## config.mk

```make
export PLATFORM = sky130hd
export DESIGN_NAME = boot_header_crc_validator_flat
export DESIGN_NICKNAME = d
export VERILOG_FILES = /design/src/rtl/bhcv_pkg.sv /design/src/rtl/bhcv_if.sv /design/src/rtl/boot_header_crc_validator.sv /design/src/rtl/bhcv_crc_byte.sv /design/src/flat_wrapper.sv
export VERILOG_INCLUDE_DIRS = /design/src /design/src/rtl
export SDC_FILE = /design/constraint.sdc
export NUM_CORES = 1
export LEC_CHECK = 0
export ABC_CLOCK_PERIOD_IN_PS = 20600
export BUFFER_PORTS_ARGS = -buffer_cell sky130_fd_sc_hd__clkbuf_2
export CAP_MARGIN = 20
export CORE_UTILIZATION = 40
export CTS_CLUSTER_SIZE = 25
export DETAILED_ROUTE_END_ITERATION = 12
export HOLD_SLACK_MARGIN = 0.12
export PLACE_DENSITY_LB_ADDON = 0.15
export SLEW_MARGIN = 20
export SYNTH_ARGS = -nofsm -noshare
export SYNTH_HDL_FRONTEND = slang
export SYNTH_SLANG_ARGS = --single-unit
```

## constraint.sdc

```tcl
create_clock -name i_clk -period 20.6 [get_ports i_clk]
set_input_delay 4.12 -clock i_clk [delete_from_list [all_inputs] [get_ports i_clk]]
set_output_delay 4.12 -clock i_clk [all_outputs]
set_load 0.01 [all_outputs]
```

## src/rtl/boot_header_crc_validator_macros.svh

```systemverilog
// ---------------------------------------------------------------------------
// Boot header CRC validator: assertion macros
// Clocked on i_clk, quiet while i_rst_n is low.
// ---------------------------------------------------------------------------
`ifndef BOOT_HEADER_CRC_VALIDATOR_MACROS_SVH
`define BOOT_HEADER_CRC_VALIDATOR_MACROS_SVH

// Same-cycle implication.
`define BHCV_ASSERT_NOW(label, ante, cons) \
    label: assert property (@(posedge i_clk) disable iff (!i_rst_n) (ante) |-> (cons)) \
        else $error("boot header validator: assertion failed");

// Next-cycle implication.
`define BHCV_ASSERT_NEXT(label, ante, cons) \
    label: assert property (@(posedge i_clk) disable iff (!i_rst_n) (ante) |=> (cons)) \
        else $error("boot header validator: assertion failed");

`endif

```

## src/rtl/bhcv_pkg.sv

```systemverilog
// ---------------------------------------------------------------------------
// bhcv_pkg
// Shared constants, header layout and verdict codes of the boot header
// CRC validator.
// ---------------------------------------------------------------------------
package bhcv_pkg;

    localparam int HEADER_BYTES_DEF = 1024;

    localparam logic [31:0] MAGIC_VALUE = 32'h5441_4C50;
    localparam logic [31:0] CRC_POLY    = 32'hEDB8_8320;
    localparam logic [31:0] CRC_INIT    = 32'hFFFF_FFFF;

    // Byte offsets of the header layout
    localparam int OFF_MAGIC      = 0;
    localparam int OFF_VERSION    = 4;
    localparam int OFF_NAME_START = 8;
    localparam int OFF_NAME_END   = 72;
    localparam int OFF_BLOB       = 72;
    localparam int OFF_DRAM       = 88;
    localparam int OFF_CFG        = 96;
    localparam int NUM_WORDS      = 8;
    localparam int CRC_BYTES      = 4;

    typedef enum logic [2:0] {
        ERR_OK     = 3'd0,
        ERR_LENGTH = 3'd1,
        ERR_CRC    = 3'd2,
        ERR_MAGIC  = 3'd3,
        ERR_NAME   = 3'd4
    } t_err;

endpackage

```

## src/rtl/bhcv_if.sv

```systemverilog
// ---------------------------------------------------------------------------
// bhcv_in_if / bhcv_out_if
// Valid/ready channels for header bytes in and verdicts out.
// ---------------------------------------------------------------------------
interface bhcv_in_if;
    logic       valid;
    logic       ready;
    logic [7:0] data_byte;
    logic       first_byte;
    logic       last_byte;

    modport source (output valid, output data_byte, output first_byte,
                    output last_byte, input ready);
    modport sink   (input valid, input data_byte, input first_byte,
                    input last_byte, output ready);
endinterface

interface bhcv_out_if;
    logic        valid;
    logic        ready;
    logic [2:0]  error_code;
    logic [31:0] version;
    logic [31:0] blob_offset;
    logic [31:0] blob_size;
    logic [31:0] blob_type;
    logic [31:0] blob_checksum;
    logic [63:0] dram_bytes;
    logic [31:0] cfg_word1;
    logic [31:0] cfg_word2;
    logic [31:0] cfg_word3;
    logic [31:0] cfg_word4;

    modport source (output valid, output error_code, output version,
                    output blob_offset, output blob_size, output blob_type,
                    output blob_checksum, output dram_bytes, output cfg_word1,
                    output cfg_word2, output cfg_word3, output cfg_word4,
                    input ready);
    modport sink   (input valid, input error_code, input version,
                    input blob_offset, input blob_size, input blob_type,
                    input blob_checksum, input dram_bytes, input cfg_word1,
                    input cfg_word2, input cfg_word3, input cfg_word4,
                    output ready);
endinterface

```

## src/rtl/boot_header_crc_validator.sv

```systemverilog
// ---------------------------------------------------------------------------
// boot_header_crc_validator
// A byte is registered on entry and processed from the input register;
// the verdict for a last byte is loaded into the result register when that byte is processed.
// Throughput: one byte per cycle, set by the combinational byte CRC update;
// a last byte waits in the input register while the verdict slot is full.
// Reset: synchronous, active low; clears input and result valid, count, CRC
// and the name terminator flag.
// ---------------------------------------------------------------------------
`include "boot_header_crc_validator_macros.svh"

module boot_header_crc_validator
    import bhcv_pkg::*;
#(
    parameter int HEADER_BYTES = HEADER_BYTES_DEF
) (
    input  logic        i_clk,
    input  logic        i_rst_n,
    bhcv_in_if.sink     i_in,
    bhcv_out_if.source  o_out
);

    localparam int POS_W = $clog2(HEADER_BYTES + 2);
    localparam logic [POS_W-1:0] LP_HB       = POS_W'(HEADER_BYTES);
    localparam logic [POS_W-1:0] LP_HB_SAT   = POS_W'(HEADER_BYTES + 1);
    localparam logic [POS_W-1:0] LP_CRC_BASE = POS_W'(HEADER_BYTES - CRC_BYTES);
    localparam logic [POS_W-1:0] LP_MAGIC    = POS_W'(OFF_MAGIC);
    localparam logic [POS_W-1:0] LP_VERSION  = POS_W'(OFF_VERSION);
    localparam logic [POS_W-1:0] LP_NAME_LO  = POS_W'(OFF_NAME_START);
    localparam logic [POS_W-1:0] LP_NAME_HI  = POS_W'(OFF_NAME_END);
    localparam logic [POS_W-1:0] LP_DRAM     = POS_W'(OFF_DRAM);

    // Input register
    logic             r_in_valid;
    logic [7:0]       r_in_byte;
    logic             r_in_first;
    logic             r_in_last;

    // Running header state
    logic [POS_W-1:0] r_pos,    n_pos;
    logic [31:0]      r_crc,    n_crc;
    logic             r_term,   n_term;
    logic [31:0]      r_stored, n_stored;
    logic [31:0]      r_magic,  n_magic;
    logic [31:0]      r_version, n_version;
    logic [31:0]      r_words [NUM_WORDS];
    logic [31:0]      n_words [NUM_WORDS];
    logic [63:0]      r_dram,   n_dram;

    // Result register
    logic             r_out_valid;
    t_err             r_out_err;
    logic [31:0]      r_out_version;
    logic [31:0]      r_out_words [NUM_WORDS];
    logic [63:0]      r_out_dram;

    logic             w_proc;
    logic [POS_W-1:0] w_pos;
    logic [31:0]      w_crc;
    logic [31:0]      w_crc_upd;
    logic [1:0]       w_crc_off;
    t_err             w_err;

    // Process the held byte unless it is a last byte and the result slot is full
    assign w_proc     = r_in_valid && (!r_in_last || !r_out_valid || o_out.ready);
    assign i_in.ready = !r_in_valid || w_proc;

    always_ff @(posedge i_clk) begin
        if (!i_rst_n) begin
            r_in_valid <= 1'b0;
        end else if (i_in.ready) begin
            r_in_valid <= i_in.valid;
        end
    end

    always_ff @(posedge i_clk) begin
        if (i_in.valid && i_in.ready) begin
            r_in_byte  <= i_in.data_byte;
            r_in_first <= i_in.first_byte;
            r_in_last  <= i_in.last_byte;
        end
    end

    // First byte restarts count and CRC
    assign w_pos = r_in_first ? '0 : r_pos;
    assign w_crc = r_in_first ? CRC_INIT : r_crc;
    assign w_crc_off = 2'(w_pos - LP_CRC_BASE);

    bhcv_crc_byte u_crc (
        .i_crc  (w_crc),
        .i_byte (r_in_byte),
        .o_crc  (w_crc_upd)
    );

    always_comb begin
        logic [POS_W-1:0] base;
        n_magic   = r_magic;
        n_version = r_version;
        n_stored  = r_stored;
        n_dram    = r_dram;
        n_words   = r_words;
        base      = '0;

        n_crc = (w_pos < LP_CRC_BASE) ? w_crc_upd : w_crc;
        if (w_pos >= LP_CRC_BASE && w_pos < LP_HB) begin
            n_stored[{w_crc_off, 3'b000} +: 8] = r_in_byte;
        end

        if (w_pos >= LP_MAGIC && w_pos < LP_MAGIC + POS_W'(4)) begin
            n_magic[{w_pos[1:0], 3'b000} +: 8] = r_in_byte;
        end
        if (w_pos >= LP_VERSION && w_pos < LP_VERSION + POS_W'(4)) begin
            n_version[{w_pos[1:0], 3'b000} +: 8] = r_in_byte;
        end
        for (int i = 0; i < NUM_WORDS; i++) begin
            base = (i < NUM_WORDS / 2) ? POS_W'(OFF_BLOB + 4 * i)
                                       : POS_W'(OFF_CFG + 4 * (i - NUM_WORDS / 2));
            if (w_pos >= base && w_pos < base + POS_W'(4)) begin
                n_words[i][{w_pos[1:0], 3'b000} +: 8] = r_in_byte;
            end
        end
        if (w_pos >= LP_DRAM && w_pos < LP_DRAM + POS_W'(8)) begin
            n_dram[{w_pos[2:0], 3'b000} +: 8] = r_in_byte;
        end

        n_term = (r_in_first ? 1'b0 : r_term) ||
                 (w_pos >= LP_NAME_LO && w_pos < LP_NAME_HI && r_in_byte == 8'd0);
        n_pos  = (w_pos <= LP_HB) ? w_pos + POS_W'(1) : w_pos;
    end

    // Verdict, checks in priority order
    always_comb begin
        if (n_pos != LP_HB) begin
            w_err = ERR_LENGTH;
        end else if ((n_crc ^ CRC_INIT) != n_stored) begin
            w_err = ERR_CRC;
        end else if (n_magic != MAGIC_VALUE) begin
            w_err = ERR_MAGIC;
        end else if (!n_term) begin
            w_err = ERR_NAME;
        end else begin
            w_err = ERR_OK;
        end
    end

    always_ff @(posedge i_clk) begin
        if (!i_rst_n) begin
            r_pos  <= '0;
            r_crc  <= CRC_INIT;
            r_term <= 1'b0;
        end else if (w_proc) begin
            if (r_in_last) begin
                r_pos  <= '0;
                r_crc  <= CRC_INIT;
                r_term <= 1'b0;
            end else begin
                r_pos  <= n_pos;
                r_crc  <= n_crc;
                r_term <= n_term;
            end
        end
    end

    // Captured words are rewritten in full before any good verdict
    always_ff @(posedge i_clk) begin
        if (w_proc) begin
            r_stored  <= n_stored;
            r_magic   <= n_magic;
            r_version <= n_version;
            r_words   <= n_words;
            r_dram    <= n_dram;
        end
    end

    always_ff @(posedge i_clk) begin
        if (!i_rst_n) begin
            r_out_valid <= 1'b0;
        end else if (w_proc && r_in_last) begin
            r_out_valid <= 1'b1;
        end else if (o_out.ready) begin
            r_out_valid <= 1'b0;
        end
    end

    always_ff @(posedge i_clk) begin
        if (w_proc && r_in_last) begin
            r_out_err <= w_err;
            if (w_err == ERR_OK) begin
                r_out_version <= n_version;
                r_out_words   <= n_words;
                r_out_dram    <= n_dram;
            end else begin
                r_out_version <= '0;
                r_out_dram    <= '0;
                for (int i = 0; i < NUM_WORDS; i++) begin
                    r_out_words[i] <= '0;
                end
            end
        end
    end

    assign o_out.valid         = r_out_valid;
    assign o_out.error_code    = r_out_err;
    assign o_out.version       = r_out_version;
    assign o_out.blob_offset   = r_out_words[0];
    assign o_out.blob_size     = r_out_words[1];
    assign o_out.blob_type     = r_out_words[2];
    assign o_out.blob_checksum = r_out_words[3];
    assign o_out.dram_bytes    = r_out_dram;
    assign o_out.cfg_word1     = r_out_words[4];
    assign o_out.cfg_word2     = r_out_words[5];
    assign o_out.cfg_word3     = r_out_words[6];
    assign o_out.cfg_word4     = r_out_words[7];

    `BHCV_ASSERT_NOW(a_pos_saturates, 1'b1, r_pos <= LP_HB_SAT)
    `BHCV_ASSERT_NEXT(a_verdict_loads, w_proc && r_in_last, r_out_valid)
    `BHCV_ASSERT_NEXT(a_verdict_clears, w_proc && r_in_last, r_pos == '0 && r_crc == CRC_INIT && !r_term)
    `BHCV_ASSERT_NOW(a_error_zeroes, r_out_valid && r_out_err != ERR_OK, r_out_version == '0 && r_out_dram == '0)

endmodule

```

## src/rtl/bhcv_crc_byte.sv

```systemverilog
// ---------------------------------------------------------------------------
// bhcv_crc_byte
// One byte of a reflected CRC-32 update, eight bit steps in logic.
// ---------------------------------------------------------------------------
module bhcv_crc_byte
    import bhcv_pkg::*;
(
    input  logic [31:0] i_crc,
    input  logic [7:0]  i_byte,
    output logic [31:0] o_crc
);

    always_comb begin
        logic [31:0] c;
        c = i_crc ^ {24'd0, i_byte};
        for (int k = 0; k < 8; k++) begin
            c = {1'b0, c[31:1]} ^ (CRC_POLY & {32{c[0]}});
        end
        o_crc = c;
    end

endmodule
```

## src/flat_wrapper.sv

```systemverilog
// flat-port wrapper written by rule: the top's interface ports become plain ports
module boot_header_crc_validator_flat import bhcv_pkg::*;
#(
    parameter int HEADER_BYTES = HEADER_BYTES_DEF
)
  (i_clk, i_rst_n, i_in_valid, i_in_data_byte, i_in_first_byte, i_in_last_byte, i_in_ready, o_out_valid, o_out_error_code, o_out_version, o_out_blob_offset, o_out_blob_size, o_out_blob_type, o_out_blob_checksum, o_out_dram_bytes, o_out_cfg_word1, o_out_cfg_word2, o_out_cfg_word3, o_out_cfg_word4, o_out_ready);
  bhcv_in_if i_in_i ();
  bhcv_out_if o_out_i ();
  input  logic i_clk;
  input  logic i_rst_n;
  input wire logic [$bits(i_in_i.valid)-1:0] i_in_valid;
  input wire logic [$bits(i_in_i.data_byte)-1:0] i_in_data_byte;
  input wire logic [$bits(i_in_i.first_byte)-1:0] i_in_first_byte;
  input wire logic [$bits(i_in_i.last_byte)-1:0] i_in_last_byte;
  output wire logic [$bits(i_in_i.ready)-1:0] i_in_ready;
  output wire logic [$bits(o_out_i.valid)-1:0] o_out_valid;
  output wire logic [$bits(o_out_i.error_code)-1:0] o_out_error_code;
  output wire logic [$bits(o_out_i.version)-1:0] o_out_version;
  output wire logic [$bits(o_out_i.blob_offset)-1:0] o_out_blob_offset;
  output wire logic [$bits(o_out_i.blob_size)-1:0] o_out_blob_size;
  output wire logic [$bits(o_out_i.blob_type)-1:0] o_out_blob_type;
  output wire logic [$bits(o_out_i.blob_checksum)-1:0] o_out_blob_checksum;
  output wire logic [$bits(o_out_i.dram_bytes)-1:0] o_out_dram_bytes;
  output wire logic [$bits(o_out_i.cfg_word1)-1:0] o_out_cfg_word1;
  output wire logic [$bits(o_out_i.cfg_word2)-1:0] o_out_cfg_word2;
  output wire logic [$bits(o_out_i.cfg_word3)-1:0] o_out_cfg_word3;
  output wire logic [$bits(o_out_i.cfg_word4)-1:0] o_out_cfg_word4;
  input wire logic [$bits(o_out_i.ready)-1:0] o_out_ready;
  assign i_in_i.valid = i_in_valid;
  assign i_in_i.data_byte = i_in_data_byte;
  assign i_in_i.first_byte = i_in_first_byte;
  assign i_in_i.last_byte = i_in_last_byte;
  assign i_in_ready = i_in_i.ready;
  assign o_out_valid = o_out_i.valid;
  assign o_out_error_code = o_out_i.error_code;
  assign o_out_version = o_out_i.version;
  assign o_out_blob_offset = o_out_i.blob_offset;
  assign o_out_blob_size = o_out_i.blob_size;
  assign o_out_blob_type = o_out_i.blob_type;
  assign o_out_blob_checksum = o_out_i.blob_checksum;
  assign o_out_dram_bytes = o_out_i.dram_bytes;
  assign o_out_cfg_word1 = o_out_i.cfg_word1;
  assign o_out_cfg_word2 = o_out_i.cfg_word2;
  assign o_out_cfg_word3 = o_out_i.cfg_word3;
  assign o_out_cfg_word4 = o_out_i.cfg_word4;
  assign o_out_i.ready = o_out_ready;
  boot_header_crc_validator #(.HEADER_BYTES(HEADER_BYTES)) u_core (.i_clk(i_clk), .i_rst_n(i_rst_n), .i_in(i_in_i), .o_out(o_out_i));
endmodule
```

==> impl_results.md, run 1 <==
* Max-slew headroom at 16.1%
* Wire length of the first global-routing pass at 171 mm
* Growth of design area from synthesis to finish at 15.1%
* Setup violations, final at 0
* Data required time of the worst path at 16.48 ns
* GRT Residual Overflow at 0
* Category of the worst setup path capture point: primary output
* Combined area of all synthesized cells at 37,600 um2
* TritonCTS Buffers at 90
* Synthesized-area fraction occupied by and/or/nand/nor cells at 18.4%
* Largest net degree at the start of global routing at 195
* CTS Sinks at 827
* Final cycle utilization of the critical path at 43.3%
* Most area-consuming cells after synthesis: sky130_fd_sc_hd__edfxtp_1, sky130_fd_sc_hd__nor4b_1, sky130_fd_sc_hd__nand2_1
* Per-cell routed wire length at 26.3 um
* Number of failing hold endpoints at the final stage at 0
* Setup repair after global routing missed its margin: false
* Most common cell after layout, fill and taps aside: sky130_fd_sc_hd__edfxtp_1
* Die height at 309 um
* Highest-utilization routing layer at the global route stage: met2
* Post-route minimum period at 8.92 ns
* Xor and xnor fraction of the mapped netlist area at 3.86%
* Slack of the worst reg-to-reg path at 13.55 ns
* Root buf cell: sky130_fd_sc_hd__clkbuf_16
* Post-detailed-placement half-perimeter wirelength at 72.7 mm
* Worst hold margin at 0.517 ns
* Warnings, synthesis at 0
* Buffer levels on the longest clock path at 3
* CP arrival at 4.80 ns
* Peak clock frequency supported by timing at 112 MHz
* IO Port Bufs at 370
* Number of antenna repair diodes at 0
* Detail-routed via count per cell at 5.76
* Via total after detailed routing at 25,800
* PwrDens at 85.5 nW/um2
* Syn Nets at 2,915
* Initial standard-cell utilization of the core at 40.4%
* Number of antenna violations at the first check in global routing at 14
* Number of post-CTS setup repair buffers at 0
* Area fraction of the dominant cell type after synthesis at 62.3%
* Post-route DRC at 0
* Cell Rows at 112
* Clock input transition at the sequential cells of the worst setup and hold paths at 0.06 ns
* Worst Setup Start Kind: input pin
* Average cell area after synthesis at 13.0 um2
* Share of synthesized cell area in full adder, half adder and majority cells at 0.199%
* Hold-fix buffers, CTS at 0
* Reported leakage power at 15.4 nW
* Number of synthesized register bits at 827
* Final estimated routing congestion in global placement at 0.883
* Async S/R FF share, synth at 0%
* Router iterations before antenna repair at 6
* Setup TNS after final layout at 0 ns
* Met2 capacity usage during global routing at 39.1%
* Final Skew at 0.0405 ns
* Count of max-cap constraint violations at 0
* Width of the die at 309 um
* Share of the synthesized area in compound gates (AO/OA/AOI/OAI) at 7.56%
* Residual antenna-violating net count after detailed routing at 0
* Latest clock arrival within the worst-skew pair at 0.68 ns
* Number of distinct library cell variants in the gate-level netlist after synthesis at 75
* Gr usage total at 24.3%
* Initial DRC count at 3,060
* Final-stage net count at 3,175
* Sequential-to-total area share from yosys stat at 64.8%
* EDFF count, synth at 781
* Met3 Use GR at 3.76%
* Result of the run: finished clean
* Maximum fanout along the worst path at 4
* Total length of routed wires at 118 mm
* Max-slew violations at 0
* Synth area leader: sky130_fd_sc_hd__edfxtp_1
* GR Layer Usage met1 at 33.4%
* Largest voltage drop on the vdd net at 0.0000543 V
* Slew at the pin with the worst max-slew slack at 1.24 ns
* Clock tree from TritonCTS: done
* Gate count after technology mapping at 2,895
* H-tree levels at 3
* Top library cells by usage in the layout, fill and taps aside: sky130_fd_sc_hd__edfxtp_1, sky130_fd_sc_hd__nand2_1, sky130_fd_sc_hd__clkbuf_2
* Class of the worst hold path: flop to flop
* Die outline area at 95,300 um2
* I/O pin count at 371
* Ratio of cells with drive above 1 in the final layout at 23.7%
* Multiplexer share of the synthesized area at 1.90%
* Dominant combinational cell family by area after synthesis: simple AND/OR/NAND/NOR gates
* Post-cts gate resize count at 0
* Via count of the first global-routing pass at 25,000
* Commonest register cell after synthesis: sky130_fd_sc_hd__edfxtp_1
* Critical path start-end classification: input pin to primary output
* Core outline area at 93,200 um2
## synth_stat cells (all sizes together), types with 3 or more instances
| cell | n |
|---|---|
| a211oi | 5 |
| a21boi | 5 |
| a21o | 5 |
| a21oi | 27 |
| a31oi | 12 |
| a32oi | 3 |
| and2 | 12 |
| and3 | 7 |
| and4 | 6 |
| buf | 110 |
| clkbuf | 152 |
| dfxtp | 46 |
| edfxtp | 781 |
| ha | 6 |
| inv | 10 |
| mux2 | 58 |
| mux2i | 6 |
| nand2 | 493 |
| nand2b | 9 |
| nand3 | 22 |
| nand4 | 19 |
| nor2 | 72 |
| nor2b | 18 |
| nor3 | 35 |
| nor3b | 6 |
| nor4 | 9 |
| nor4b | 352 |
| o2111ai | 3 |
| o211ai | 28 |
| o21a | 3 |
| o21ai | 376 |
| o22ai | 3 |
| o2bb2ai | 10 |
| o31ai | 9 |
| or2 | 6 |
| or3 | 10 |
| or4 | 5 |
| xnor2 | 85 |
| xnor3 | 12 |
| xor2 | 34 |
## state kept, by name, summed over array words and instances (netlist names), 3 cells and up
| register | cells |
|---|---|
| u_core.o_out.blob_type | 32 |
| u_core.o_out.error_code | 3 |
| u_core.r_version | 32 |
| u_core.r_crc | 32 |
| u_core.r_in_byte | 8 |
| u_core.o_out.blob_checksum | 32 |
| u_core.o_out.cfg_word3 | 32 |
| u_core.r_dram | 64 |
| u_core.o_out.blob_size | 32 |
| u_core.o_out.version | 32 |
| u_core.o_out.dram_bytes | 64 |
| u_core.o_out.cfg_word4 | 32 |
| u_core.r_words | 256 |
| u_core.o_out.blob_offset | 32 |
| u_core.o_out.cfg_word2 | 32 |
| u_core.r_stored | 32 |
| u_core.r_pos | 11 |
| u_core.o_out.cfg_word1 | 32 |
| u_core.r_magic | 32 |
## per-stage QoR
stage | power (mW) | utilization, % | instance area [um2] | instances | setup WS, ns
final | 3.71 | 46.5 | 43300 | 4484 | 11.68
after global routing | 3.81 | 46.5 | 43300 | 4484 | 11.61
after CTS | 3.73 | 46.4 | 43300 | 4483 | 11.73
after detailed placement | 2.14 | 43.3 | 40400 | 4316 | 11.73
after global placement | 2.14 | 43.3 | 40400 | 4316 | 11.70
after floorplan | 2.09 | - | 37600 | 2895 | 6.36
## logic make-up after synthesis
kind of cell,after synthesis
xor+xnor,133
simple gates,1086
flops,827
compound gates,507
mux,64
fa+ha+maj,6
buf+inv,272
## routing by layer
layer | vias to the layer above | wire [um] | share of wire, %
li1 | 11500 | - | -
met1 | 13000 | 48800 | 41
met2 | 1145 | 56200 | 48
met3 | 202 | 8800 | 7.5
met4 | 4 | 3990 | 3.4
met5 | - | 23 | 0.020
## layout make-up
type,instances,area (um2)
clock buffers,103,2310
clock inverters,64,572
fillers,8412,49900
inverters,10,45.0
multi-input cells,1796,12100
flip-flops and latches,827,24400
well taps,1254,1570
repair buffers,430,2390
## where the power goes
group	switching (mW)	total [mW]	internal, mW
Combinational	0.150	0.237	0.0868
Clock	0.700	1.60	0.900
Sequential	0.0170	1.87	1.85
## worst paths after layout
path	from	endpoint	cells past startpoint
max	o_out_ready	i_in_ready	4
min	u_core.r_crc[18]	u_core.r_crc[18]	2
min reg2reg	u_core.r_crc[18]	u_core.r_crc[18]	2
max reg2reg	u_core.r_in_first	u_core.o_out.blob_size[3]	15
## critical path, stage by stage
cell	delay [ns]
sky130_fd_sc_hd__clkbuf_2	0.08
sky130_fd_sc_hd__nor2b_1	0.29
sky130_fd_sc_hd__nand3_1	0.16
sky130_fd_sc_hd__clkbuf_2	0.16
No activity file was read; power rests on OpenSTA's default activity.
==> inputs of run 2 (changes only) <==
- ABC_CLOCK_PERIOD_IN_PS: 20600 -> 7400
- clock period: 20.6 -> 7.4 ns (I/O delays scaled with it)
==> run 2 against run 1 <==
Compared with the run above: worst hold slack hardly changed; count of clock-buffer cells in the layout up 5; clock power rose to 2.8 times the previous value; wire length rose by 4.2%; critical path depth up 9; worst setup slack worse by 11 ns; critical endpoint is now u_core.o_out.dram_bytes[23].
==> impl_results.md, run 2 (synthesized netlist as in run 1, its figures left out) <==
* Top reg by flops: u_core.r_words
* Ratio of cells with drive above 1 in the final layout at 23.9% (+0.22 points)
* TritonCTS Buffers at 92 (+2.2%)
* Final Skew at 0.0287 ns (-0.0117 ns)
* Hold Path Depth at 2 (unchanged)
* IO Port Bufs at 370 (unchanged)
* Detail-routed via count per cell at 5.82 (+1.0%)
* Die height at 309 um (unchanged)
* Clock input transition at the sequential cells of the worst setup and hold paths at 0.06 ns (about the same)
* Final cycle utilization of the critical path at 87.0%
* Final standard cell area without fillers at 43,500 um2 (+0.34%)
* Setup violations, final at 0 (unchanged)
* Final worst slack at 0.959 ns (-10.72 ns)
* Class of the worst hold path: flop to flop
* Placement Setup Slack at 1.23 ns (-10.50 ns)
* Worst hold endpoint: u_core.r_crc[9]
* Peak clock frequency supported by timing at 155 MHz
* Router iterations before antenna repair at 6 (unchanged)
* PwrDens at 240 nW/um2 (+180%)
* Total length of routed wires at 123 mm (+4.2%)
* Initial DRC count at 3,312 (+8.2%)
* Setup repair after global routing missed its margin: false
* Core outline area at 93,200 um2 (unchanged)
* CTS Sinks at 827 (unchanged)
* Width of the die at 309 um (unchanged)
* Category of the worst setup path capture point: flop
* Most common cell after layout, fill and taps aside: sky130_fd_sc_hd__edfxtp_1
* Gr usage total at 25.3% (+0.99 points)
* Instance area after placement at 40,500 um2 (+0.15%)
* Maximum fanout along the worst path at 125 (+121)
* Max-slew headroom at 22.2% (+6.1 points)
* Result of the run: finished clean
* Worst Setup Start Kind: flop
* Slack of the worst reg-to-reg path at 0.96 ns (-12.59 ns)
* Capture point of the worst reg-to-reg path: u_core.o_out.dram_bytes[23]
* Hold Startpoint: u_core.r_crc[9]
* Setup TNS after final layout at 0 ns (unchanged)
* Post-layout total power at 10.4 mW (+180%)
* Per-cell routed wire length at 27.3 um (+4.0%)
* Latest clock arrival within the worst-skew pair at 0.67 ns (about the same)
* Hold-fix buffers, CTS at 0 (unchanged)
* Reported leakage power at 15.5 nW (+0.35%)
* Final Core Density at 46.7% (+0.16 points)
* Via total after detailed routing at 26,100 (+1.2%)
* Data required time of the worst path at 7.81 ns (-8.67 ns)
* Root buf cell: sky130_fd_sc_hd__clkbuf_16
* Post-route minimum period at 6.44 ns
* Final-stage net count at 3,179 (+0.13%)
* Die outline area at 95,300 um2 (unchanged)
* Wire length of the first global-routing pass at 176 mm (+3.0%)
* Final cell count without fillers at 4,490 (+0.13%)
* Count of max-cap constraint violations at 0 (unchanged)
* Worst hold margin at 0.517 ns (-0.000438 ns)
* Worst r2r path cells at 13 (-2)
* CP arrival at 6.85 ns (+2.05 ns)
* Buffer levels on the longest clock path at 3 (unchanged)
* Post-detailed-placement half-perimeter wirelength at 76.2 mm (+4.8%)
* Post-route DRC at 0 (unchanged)
* Clock tree from TritonCTS: done
* GRT Residual Overflow at 0 (unchanged)
* Largest net degree at the start of global routing at 183 (-6.2%)
* Largest register FFs at 256 (unchanged)
* Number of antenna violations at the first check in global routing at 11 (-3)
* Max-slew violations at 0 (unchanged)
* Critical path start-end classification: flop to flop
* Largest voltage drop on the vdd net at 0.000189 V (+250%)
* H-tree levels at 3 (unchanged)
* Growth of design area from synthesis to finish at 15.5%
* Final estimated routing congestion in global placement at 0.909 (+2.9%)
* Residual antenna-violating net count after detailed routing at 0 (unchanged)
* Post-cts gate resize count at 0 (unchanged)
* Cell Rows at 112 (unchanged)
* Number of failing hold endpoints at the final stage at 0 (unchanged)
* Number of post-CTS setup repair buffers at 0 (unchanged)
* R2R Path Start: u_core.r_in_first
* Initial standard-cell utilization of the core at 40.4% (unchanged)
* I/O pin count at 371 (unchanged)
* Slew at the pin with the worst max-slew slack at 1.17 ns (-0.0755 ns)
* Via count of the first global-routing pass at 24,900 (-0.44%)
* Top library cells by usage in the layout, fill and taps aside: sky130_fd_sc_hd__edfxtp_1, sky130_fd_sc_hd__nand2_1, sky130_fd_sc_hd__clkbuf_2
* Post-Place Cells at 4,317 (+0.023%)
[run 2: changes by cell type in the layout (fill, tap and decap cells not counted), sizes merged]
cell | previous run | this run
clkinvlp | 5 | 7
buf | 60 | 62
clkbuf | 473 | 478
diode | 0 | 2
clkinv | 47 | 42
[run 2: layout make-up]
| type | instances | area [um2] |
|---|---|---|
| Tap cell | 1254 | 1570 |
| Clock inverter | 61 | 562 |
| Clock buffer | 108 | 2390 |
| Fill cell | 8359 | 49700 |
| Timing Repair Buffer | 432 | 2450 |
| Multi-Input combinational cell | 1796 | 12100 |
| Antenna cell | 2 | 5.00 |
| Sequential cell | 827 | 24400 |
| Inverter | 10 | 41.3 |
[run 2: critical path, cell delays in order (launching register included)]
cell and delay [ns]:
sky130_fd_sc_hd__edfxtp_1 0.47, sky130_fd_sc_hd__inv_2 0.30, sky130_fd_sc_hd__nand2_1 0.21, sky130_fd_sc_hd__ha_1 0.52, sky130_fd_sc_hd__nor3b_2 0.36, sky130_fd_sc_hd__nand3_1 0.82
sky130_fd_sc_hd__o21ai_0 0.80, sky130_fd_sc_hd__xor2_1 0.29, sky130_fd_sc_hd__o2111ai_1 0.25, sky130_fd_sc_hd__nor4_2 0.38, sky130_fd_sc_hd__nand4_1 0.30, sky130_fd_sc_hd__buf_12 0.29
sky130_fd_sc_hd__buf_16 0.28, sky130_fd_sc_hd__nor4b_1 0.60
[run 2: worst max path at each step]
stage / from / end / cells after the start / slack, ns
after floorplan: o_out_ready / u_core.r_crc[17] / 9 / -1.37
after global placement: u_core.r_in_first / u_core.o_out.blob_offset[23] / 12 / 1.28
after detailed placement: u_core.r_in_first / u_core.o_out.blob_offset[23] / 12 / 1.23
after CTS: u_core.r_in_first / u_core.o_out.blob_offset[23] / 12 / 1.20
after global routing: u_core.r_in_first / u_core.o_out.dram_bytes[23] / 15 / 0.82
final: u_core.r_in_first / u_core.o_out.dram_bytes[23] / 13 / 0.96
[run 2: power breakdown]
| group | internal (mW) | switching, mW | total (mW) |
|---|---|---|---|
| combinational | 0.242 | 0.438 | 0.680 |
| clock | 2.57 | 1.96 | 4.54 |
| sequential | 5.16 | 0.0541 | 5.21 |
[run 2: metal layers]
| layer | global-route usage [%] | wire, um |
|---|---|---|
| met1 | 35.3 | 50800 |
| met3 | 4.09 | 9450 |
| met5 | 0 | 13 |
| met4 | 7.39 | 3360 |
| met2 | 40.8 | 59100 |
